==> config.mk <==
export PLATFORM = sky130hd
export DESIGN_NAME = animation_rle_frame_decoder_core
export DESIGN_NICKNAME = d
export VERILOG_FILES = /design/src/hw/rtl/anim_rle_pkg.sv /design/src/hw/rtl/animation_rle_frame_decoder_core.sv
export SDC_FILE = /design/constraint.sdc
export NUM_CORES = 1
export LEC_CHECK = 0
export ABC_AREA = 1
export ABC_CLOCK_PERIOD_IN_PS = 6830
export CELL_PAD_IN_SITES_DETAIL_PLACEMENT = 0
export CELL_PAD_IN_SITES_GLOBAL_PLACEMENT = 2
export CORE_MARGIN = 5
export CORE_UTILIZATION = 34
export CTS_CLUSTER_DIAMETER = 150
export DETAILED_ROUTE_END_ITERATION = 8
export DONT_BUFFER_PORTS = 1
export PLACE_DENSITY = 0.84
export SLEW_MARGIN = 5
export SYNTH_ARGS = -nofsm -noshare
export SYNTH_HDL_FRONTEND = slang
export SYNTH_SLANG_ARGS = --single-unit
==> constraint.sdc <==
create_clock -name clk -period 6.83 [get_ports clk]
set_clock_uncertainty 0.1 [all_clocks]
set_input_delay 0.3415 -clock clk [delete_from_list [all_inputs] [get_ports clk]]
set_output_delay 0.3415 -clock clk [all_outputs]
set_load 0.005 [all_outputs]
==> src/hw/rtl/anim_rle_pkg.sv <==
// ----------------------------------------------------------------------------
// Animation RLE frame decoder package
// Shared types and constants of the byte-run and line-delta chunk decoder:
// register indexes, parser phase codes and the result beat layout.
// ----------------------------------------------------------------------------
package anim_rle_pkg;

  localparam int CFG_INDEX_W = 3;
  localparam int CFG_DATA_W  = 13;

  localparam logic [CFG_INDEX_W-1:0] REG_DECODE_MODE  = 3'd0;
  localparam logic [CFG_INDEX_W-1:0] REG_LINE_PITCH   = 3'd1;
  localparam logic [CFG_INDEX_W-1:0] REG_IMAGE_WIDTH  = 3'd2;
  localparam logic [CFG_INDEX_W-1:0] REG_IMAGE_HEIGHT = 3'd3;
  localparam logic [CFG_INDEX_W-1:0] REG_BYTE_ORDER   = 3'd4;

  localparam logic [3:0] PH_IDLE  = 4'd0;
  localparam logic [3:0] PH_RPKT  = 4'd1;
  localparam logic [3:0] PH_RSIZE = 4'd2;
  localparam logic [3:0] PH_RLIT  = 4'd3;
  localparam logic [3:0] PH_RREP  = 4'd4;
  localparam logic [3:0] PH_DH0   = 4'd5;
  localparam logic [3:0] PH_DH1   = 4'd6;
  localparam logic [3:0] PH_DH2   = 4'd7;
  localparam logic [3:0] PH_DH3   = 4'd8;
  localparam logic [3:0] PH_DPKT  = 4'd9;
  localparam logic [3:0] PH_DSKIP = 4'd10;
  localparam logic [3:0] PH_DSIZE = 4'd11;
  localparam logic [3:0] PH_DLIT  = 4'd12;
  localparam logic [3:0] PH_DREP  = 4'd13;

  typedef struct packed {
    logic [19:0] span_address;
    logic [7:0]  span_length;
    logic [7:0]  pixel_value;
    logic        chunk_done;
    logic        address_overflow;
  } span_t;

endpackage

==> src/hw/rtl/animation_rle_frame_decoder_core.sv <==
// ----------------------------------------------------------------------------
// Animation RLE frame decoder core
// Parses one byte-run or line-delta animation chunk, one payload byte per
// beat, and emits at most one framebuffer span per byte.
// ----------------------------------------------------------------------------
//  channel  | handshake            | payload
//  ---------+----------------------+-------------------------------------------
//  input    | in_valid / in_stall  | data_byte, chunk_start
//  output   | out_valid / out_stall| span_address, span_length, pixel_value,
//           |                      | chunk_done, address_overflow
//  config   | cfg_valid / cfg_ready| cfg_index, cfg_data
//
// One input beat is taken per cycle while in_stall is low; its span is registered.
// The next parser state and the result are computed combinationally; the longest
// path is the header word times line pitch product and its saturation.
// A two-entry output buffer absorbs one result while the output is stalled;
// in_stall rises only when the spare entry is full.
// Reset (rst, synchronous) empties the buffer and puts the parser in idle.
// ----------------------------------------------------------------------------
module animation_rle_frame_decoder_core
  import anim_rle_pkg::*;
#(
  parameter int ADDR_BITS = 20
) (
  input  logic                   clk,
  input  logic                   rst,
  input  logic                   in_valid,
  output logic                   in_stall,
  input  logic [7:0]             data_byte,
  input  logic                   chunk_start,
  output logic                   out_valid,
  input  logic                   out_stall,
  output logic [19:0]            span_address,
  output logic [7:0]             span_length,
  output logic [7:0]             pixel_value,
  output logic                   chunk_done,
  output logic                   address_overflow,
  input  logic                   cfg_valid,
  output logic                   cfg_ready,
  input  logic [CFG_INDEX_W-1:0] cfg_index,
  input  logic [CFG_DATA_W-1:0]  cfg_data
);

  localparam int AW = ADDR_BITS + 1;
  localparam int MW = (AW > 29) ? AW : 29;
  localparam logic [AW-1:0] LIMIT = {1'b1, {ADDR_BITS{1'b0}}};

  logic        decode_mode;
  logic [12:0] line_pitch;
  logic [12:0] image_width;
  logic [12:0] image_height;
  logic        byte_order;

  logic [3:0]    phase, phase_next;
  logic [15:0]   lines_left, lines_left_next;
  logic [7:0]    packets_left, packets_left_next;
  logic [7:0]    run_left, run_left_next;
  logic [AW-1:0] write_address, write_address_next;
  logic [AW-1:0] line_start_address, line_start_address_next;
  logic [7:0]    header_low_byte, header_low_byte_next;

  logic [3:0]    ph;
  logic [15:0]   lines_c;
  logic [7:0]    pk_c, run_c, hlb_c;
  logic [AW-1:0] wa_c, ls_c;
  logic          empty_chunk, is_delta, litrep, lit;
  logic [7:0]    len_e;
  logic [AW-1:0] sum_wl, wa_adv, skip_sum, skip_sat;
  logic          ovf_e;
  logic [AW:0]   t_raw, d_run, ls_raw;
  logic [AW-1:0] t_sat, run_end_addr, delta_end_addr;
  logic [15:0]   hdr_word;
  logic [28:0]   prod;
  logic [MW-1:0] prod_ext;
  logic [AW-1:0] prod_sat;

  logic          emit, done, ovf, pkt_done, line_end;
  logic [7:0]    len, val;
  logic [AW-1:0] addr_o;
  logic [AW+19:0] addr_ext;
  span_t         res;

  logic  accept, take, out_load_new, out_load_skid, skid_load, skid_valid;
  span_t out_reg, skid_reg;

  assign accept    = in_valid && !in_stall;
  assign in_stall  = skid_valid;
  assign cfg_ready = 1'b1;

  // Chunk start drops the parser state and enters the first phase.
  assign ph          = chunk_start ? (decode_mode ? PH_DH0 : PH_RPKT) : phase;
  assign lines_c     = chunk_start ? (decode_mode ? 16'd0 : {3'd0, image_height})
                                   : lines_left;
  assign pk_c        = chunk_start ? 8'd0 : packets_left;
  assign run_c       = chunk_start ? 8'd0 : run_left;
  assign hlb_c       = chunk_start ? 8'd0 : header_low_byte;
  assign wa_c        = chunk_start ? '0 : write_address;
  assign ls_c        = chunk_start ? '0 : line_start_address;
  assign empty_chunk = chunk_start && !decode_mode && (image_height == 13'd0);

  assign is_delta = (ph >= PH_DH0);
  assign lit      = (ph == PH_RLIT) || (ph == PH_DLIT);
  assign litrep   = lit || (ph == PH_RREP) || (ph == PH_DREP);
  assign len_e    = lit ? 8'd1 : run_c;
  assign sum_wl   = wa_c + AW'(len_e);
  assign ovf_e    = sum_wl > LIMIT;
  assign wa_adv   = ovf_e ? LIMIT : sum_wl;

  assign skip_sum = wa_c + AW'(data_byte);
  assign skip_sat = (skip_sum > LIMIT) ? LIMIT : skip_sum;

  // Run-mode line end: saturated address plus pitch, minus width, floored at 0.
  assign t_raw = (AW+1)'(wa_c) + (AW+1)'(litrep ? len_e : 8'd0) + (AW+1)'(line_pitch);
  assign t_sat = (t_raw > (AW+1)'(LIMIT)) ? LIMIT : t_raw[AW-1:0];
  assign d_run = {1'b0, t_sat} - (AW+1)'(image_width);
  assign run_end_addr = d_run[AW] ? '0 : d_run[AW-1:0];

  assign ls_raw         = (AW+1)'(ls_c) + (AW+1)'(line_pitch);
  assign delta_end_addr = (ls_raw > (AW+1)'(LIMIT)) ? LIMIT : ls_raw[AW-1:0];

  assign hdr_word = byte_order ? {hlb_c, data_byte} : {data_byte, hlb_c};
  assign prod     = 29'(hdr_word) * 29'(line_pitch);
  assign prod_ext = MW'(prod);
  assign prod_sat = (prod_ext > MW'(LIMIT)) ? LIMIT : prod_ext[AW-1:0];

  always_comb begin
    phase_next              = ph;
    lines_left_next         = lines_c;
    packets_left_next       = pk_c;
    run_left_next           = run_c;
    write_address_next      = wa_c;
    line_start_address_next = ls_c;
    header_low_byte_next    = hlb_c;
    emit     = 1'b0;
    done     = 1'b0;
    ovf      = 1'b0;
    len      = 8'd0;
    val      = 8'd0;
    addr_o   = wa_c;
    pkt_done = 1'b0;
    line_end = 1'b0;

    if (empty_chunk) begin
      phase_next = PH_IDLE;
      done       = 1'b1;
    end else begin
      unique case (ph) inside
        PH_RPKT, PH_DPKT: begin
          packets_left_next = data_byte;
          if (data_byte == 8'd0) begin
            line_end = 1'b1;
          end else begin
            phase_next = is_delta ? PH_DSKIP : PH_RSIZE;
          end
        end
        PH_RSIZE: begin
          if (data_byte[7]) begin
            run_left_next = 8'd0 - data_byte;
            phase_next    = PH_RLIT;
          end else if (data_byte != 8'd0) begin
            run_left_next = data_byte;
            phase_next    = PH_RREP;
          end else begin
            pkt_done = 1'b1;
          end
        end
        PH_DSKIP: begin
          write_address_next = skip_sat;
          phase_next         = PH_DSIZE;
        end
        PH_DSIZE: begin
          if (data_byte[7]) begin
            run_left_next = 8'd0 - data_byte;
            phase_next    = PH_DREP;
          end else if (data_byte != 8'd0) begin
            run_left_next = data_byte;
            phase_next    = PH_DLIT;
          end else begin
            pkt_done = 1'b1;
          end
        end
        PH_RLIT, PH_DLIT, PH_RREP, PH_DREP: begin
          emit               = 1'b1;
          len                = len_e;
          val                = data_byte;
          ovf                = ovf_e;
          write_address_next = wa_adv;
          run_left_next      = lit ? (run_c - 8'd1) : 8'd0;
          if (!lit || (run_c == 8'd1)) begin
            pkt_done = 1'b1;
          end
        end
        PH_DH0, PH_DH2: begin
          header_low_byte_next = data_byte;
          phase_next           = ph + 4'd1;
        end
        PH_DH1: begin
          line_start_address_next = prod_sat;
          write_address_next      = prod_sat;
          phase_next              = PH_DH2;
        end
        PH_DH3: begin
          lines_left_next = hdr_word;
          if (hdr_word == 16'd0) begin
            phase_next = PH_IDLE;
            done       = 1'b1;
          end else begin
            phase_next = PH_DPKT;
          end
        end
        default: begin
        end
      endcase

      if (pkt_done) begin
        packets_left_next = pk_c - 8'd1;
        if (pk_c == 8'd1) begin
          line_end = 1'b1;
        end else begin
          phase_next = is_delta ? PH_DSKIP : PH_RSIZE;
        end
      end

      if (line_end) begin
        if (is_delta) begin
          line_start_address_next = delta_end_addr;
          write_address_next      = delta_end_addr;
        end else begin
          line_start_address_next = run_end_addr;
          write_address_next      = run_end_addr;
        end
        lines_left_next = lines_c - 16'd1;
        if (lines_c == 16'd1) begin
          phase_next = PH_IDLE;
          done       = 1'b1;
        end else begin
          phase_next = is_delta ? PH_DPKT : PH_RPKT;
        end
      end
    end

    if (done) begin
      emit = 1'b1;
      if (len == 8'd0) begin
        addr_o = write_address_next;
      end
    end
  end

  assign addr_ext = (AW+20)'(addr_o);

  always_comb begin
    res.span_address     = addr_ext[19:0];
    res.span_length      = ovf ? 8'd0 : len;
    res.pixel_value      = val;
    res.chunk_done       = done;
    res.address_overflow = ovf;
  end

  always_ff @(posedge clk) begin
    if (rst) begin
      decode_mode  <= 1'b0;
      line_pitch   <= 13'd320;
      image_width  <= 13'd320;
      image_height <= 13'd200;
      byte_order   <= 1'b0;
    end else if (cfg_valid && cfg_ready) begin
      unique case (cfg_index)
        REG_DECODE_MODE:  decode_mode  <= cfg_data[0];
        REG_LINE_PITCH:   line_pitch   <= cfg_data;
        REG_IMAGE_WIDTH:  image_width  <= cfg_data;
        REG_IMAGE_HEIGHT: image_height <= cfg_data;
        REG_BYTE_ORDER:   byte_order   <= cfg_data[0];
        default: begin
        end
      endcase
    end
  end

  always_ff @(posedge clk) begin
    if (rst) begin
      phase              <= PH_IDLE;
      lines_left         <= 16'd0;
      packets_left       <= 8'd0;
      run_left           <= 8'd0;
      write_address      <= '0;
      line_start_address <= '0;
      header_low_byte    <= 8'd0;
    end else if (accept) begin
      phase              <= phase_next;
      lines_left         <= lines_left_next;
      packets_left       <= packets_left_next;
      run_left           <= run_left_next;
      write_address      <= write_address_next;
      line_start_address <= line_start_address_next;
      header_low_byte    <= header_low_byte_next;
    end
  end

  // The spare entry is filled only when the output register holds a stalled beat.
  assign take          = out_valid && !out_stall;
  assign out_load_skid = (take || !out_valid) && skid_valid;
  assign out_load_new  = (take || !out_valid) && !skid_valid && accept && emit;
  assign skid_load     = out_valid && !take && accept && emit;

  always_ff @(posedge clk) begin
    if (rst) begin
      out_valid  <= 1'b0;
      skid_valid <= 1'b0;
    end else begin
      if (out_load_skid || out_load_new) begin
        out_valid <= 1'b1;
      end else if (take) begin
        out_valid <= 1'b0;
      end
      if (out_load_skid) begin
        skid_valid <= 1'b0;
      end else if (skid_load) begin
        skid_valid <= 1'b1;
      end
    end
  end

  always_ff @(posedge clk) begin
    if (out_load_skid) begin
      out_reg <= skid_reg;
    end else if (out_load_new) begin
      out_reg <= res;
    end
    if (skid_load) begin
      skid_reg <= res;
    end
  end

  assign span_address     = out_reg.span_address;
  assign span_length      = out_reg.span_length;
  assign pixel_value      = out_reg.pixel_value;
  assign chunk_done       = out_reg.chunk_done;
  assign address_overflow = out_reg.address_overflow;

`ifndef ASSERT_OFF
  a_skid_behind_out: assert property (@(posedge clk) disable iff (rst)
    skid_valid |-> out_valid)
    else $error("spare entry full while output register is empty");

  a_result_shown: assert property (@(posedge clk) disable iff (rst)
    (accept && emit) |=> out_valid)
    else $error("accepted span did not reach the output");

  a_done_goes_idle: assert property (@(posedge clk) disable iff (rst)
    (accept && done) |=> (phase == PH_IDLE))
    else $error("parser not idle after chunk end");

  a_addr_saturated: assert property (@(posedge clk) disable iff (rst)
    (write_address <= LIMIT) && (line_start_address <= LIMIT))
    else $error("address register beyond memory limit");

  a_lines_in_body: assert property (@(posedge clk) disable iff (rst)
    (phase == PH_RPKT || phase == PH_RSIZE || phase == PH_RLIT || phase == PH_RREP ||
     phase == PH_DPKT || phase == PH_DSKIP || phase == PH_DSIZE ||
     phase == PH_DLIT || phase == PH_DREP) |-> (lines_left != 16'd0))
    else $error("line body parsed with no lines left");
`endif

endmodule

==> impl_results.md <==
- Count of final setup violators: 0
- Worst setup SP type: flop
- CTS tree: yes
- # rows: 96
- DRT Wirelength: 95.9 mm
- Largest net degree at the start of global routing: 72
- Die Area: 75200 um^2
- EDFF count, synth: 76
- PD cells: 172 nW/um^2
- Final period utilization: 99.1%
- Worst path required time: 7.16 ns
- Clock latency on the worst-skew pair: 0.59 ns
- Total stage count of the critical path: 34
- Syn Std Cell Area: 23700 um^2
- Sequential power share: 25.2%
- Max-Slew Margin vs Limit: 29.6%
- Initial antenna violation count: 8
- Met3 Use GR: 2.75%
- DRC: 0
- Routed Antenna Nets: 0
- DR vias: 24709
- First-pass GRT wire length: 145 mm
- Register area share after synthesis: 20.5%
- Hold depth: 3
- Comb pwr share: 46.6%
- Max Cap Viol: 0
- Sw Ratio: 39.8%
- Die height: 274 um
- Top FF cell, synth: dfxtp_1
- Layout cells sized above 1: 23.4%
- Slowest cell on crit path: fa_1
- Die W: 274 um
- Final core utilization: 44.6%
- Clock buffer depth: 3
- Vias in the first global route: 23875
- Total global routing overflow: 0
- Worst path arrival time: 7.10 ns
- Placeable core region: 68900 um^2
- Max Fclk: 148 MHz
- Multi-input gate area: 17700 um^2
- GP Congestion: 0.990
- Fin nets: 4259
- RSZ-0062 raised after global routing: true
- Routed length per instance: 19.7 um
- Worst-Margin Slew: 1.05 ns
- Fillcell total: 7327
- CP most frequent cell: fa_1
- Crit-path max cell delay: 0.55 ns
- Yosys warns: 0
- Final Max Slew Viols: 0
- Max FFs per register: 38
- Delay-heaviest family, CP: adder cells
- Clk slew on worst S/H paths: 0.06 ns
- Htree depth: 1
- Layout area overhead: 29.6%
- TritonCTS Sinks: 205
- Syn Inst Count: 3549
- LEAKAGE: 14.4 nW
- Hold WC Path Type: input port to flop
- Mapped Nets: 3892
- Root Driver: clkbuf_16
- Overall power: 0.00528 W
- Final HPWL DP: 74.8 mm
- Most common cell after layout, fill and taps aside: nand2_1
- Sequential cell area: 4870 um^2
- Maximum fanout along the worst path: 8
- Synth unique cells: 61
- Fin. Hold Viols: 0
- Met2 GRT Util: 40.5%
- Pint: 0.00318 W
- Initial drt markers: 2098
- TritonCTS Buffers: 26
- Post-synth ARST share: 0%
- Register bit total from synthesis: 205
- Worst Path Buf+Inv: 9
- PortBufs: 0
- Initial Util: 34.4%
- Met1 Track Usage GR: 35.2%
- Commonest cells after routing, fill and taps aside: nand2_1, inv_1, buf_4
- # IOs: 71
- Via-to-Cell Ratio: 5.07
- Worst r2r path cells: 34
- Nature of the critical path endpoint: flop
- Syn Area/Cell: 6.69 um^2
- Busiest grt layer: met2
- Critical setup path kind: flop to flop
- GRT Total Usage: 24.8%
- Maximum vdd drop: 0.000203 V
- Clock power share: 28.2%
- Tmin final: 6.77 ns
- Pre-antenna DRT Iters: 6
- Post-Route Setup TNS: 0 ns
- Status: finished clean
- P_sw: 0.00210 W
logic make-up (layout without fill, tap and decap cells):
logic type	Yosys count	in the layout	share of synthesized area, %
fa+ha+maj	313	313	21.8
simple gates	1640	1643	28.6
other cells	1	8	0.0158
buf+inv	721	1105	11.9
xor+xnor	96	96	3.54
compound gates	573	573	13.6
flops	205	205	20.5
power groups by stage:
stage | Combinational [W] | Sequential (W) | Clock, W
finish | 0.00246 | 0.00133 | 0.00149
global route | 0.00265 | 0.00134 | 0.00157
CTS | 0.00210 | 0.00133 | 0.00152
detailed placement | 0.00191 | 0.00136 | 0
global placement | 0.00192 | 0.00136 | 0
floorplan | 0.00104 | 0.00135 | 0
path summary, 6_finish.rpt:
path	startpoint	end	slack, ns
max	byte_order	span_address[5]	0.06
min	cfg_index[0]	image_height[7]	0.04
max reg2reg	byte_order	span_address[5]	0.06
min reg2reg	packets_left[0]	packets_left[0]	0.36
synth_stat cells, drive strengths merged (2+ instances only):
library cell | count | share of area (%)
o21bai | 8 | 0.27
nor3 | 33 | 0.76
ha | 146 | 7.7
inv | 596 | 9.4
xnor2 | 19 | 0.70
dfxtp | 129 | 11
o21ai | 210 | 4.8
o211ai | 26 | 0.82
o32ai | 2 | 0.074
nand4 | 41 | 1.1
a31oi | 14 | 0.37
clkbuf | 77 | 1.2
nand3 | 173 | 3.8
edfxtp | 76 | 9.6
o31ai | 4 | 0.13
xor2 | 77 | 2.8
o2111ai | 4 | 0.15
buf | 42 | 1.1
a21o | 3 | 0.095
a21oi | 251 | 5.3
nor4 | 15 | 0.45
nor2 | 400 | 6.7
fa | 167 | 14
clkinv | 6 | 0.095
nand2 | 965 | 15
o311ai | 3 | 0.11
o21a | 6 | 0.19
nand3b | 7 | 0.22
a22oi | 21 | 0.66
o22ai | 9 | 0.24
a211oi | 5 | 0.16
a21boi | 3 | 0.095
or2 | 5 | 0.13
per-stage QoR:
step	hold WS, ns	instances	area [um^2]	worst slack [ns]
after global routing	0.0551	4869	30800	-0.153
after floorplan	0.335	3549	23800	0.0564
after global placement	0.330	4724	27200	-0.536
final	0.0438	4874	30800	0.0617
after detailed placement	0.333	4724	27200	-0.534
after CTS	0.00585	4818	29100	0.000756
per-layer routing:
layer	share of wire (%)	wire (um)	up-vias
li1	-	-	11985
met1	45	43500	11778
met2	45	43300	823
met3	6.7	6460	121
met4	2.7	2550	2
met5	0.014	13	-
cell type report:
| type | instances | area share, % |
|---|---|---|
| inverters | 602 | 7.45 |
| flip-flops and latches | 205 | 15.8 |
| well taps | 931 | 3.78 |
| clock buffers | 29 | 2.18 |
| diodes | 7 | 0.0569 |
| multi-input cells | 2626 | 57.6 |
| repair buffers | 455 | 12.3 |
| clock inverters | 19 | 0.789 |
tightest hold or removal path: cells and delay by family:
family,cells,cell delay [ns]
compound gates,1,0.16
simple gates,2,0.18
timing repair:
item                                    CTS  global route
cloned                                    1             3
pin swaps                                13           161
buffers inserted                         13            50
hold endpoints to repair                108             0
endpoints found under the setup margin   74            82
resized for setup                       119           366
hold buffers                             32             0
Note: power is estimated with default switching activity, not from simulation.
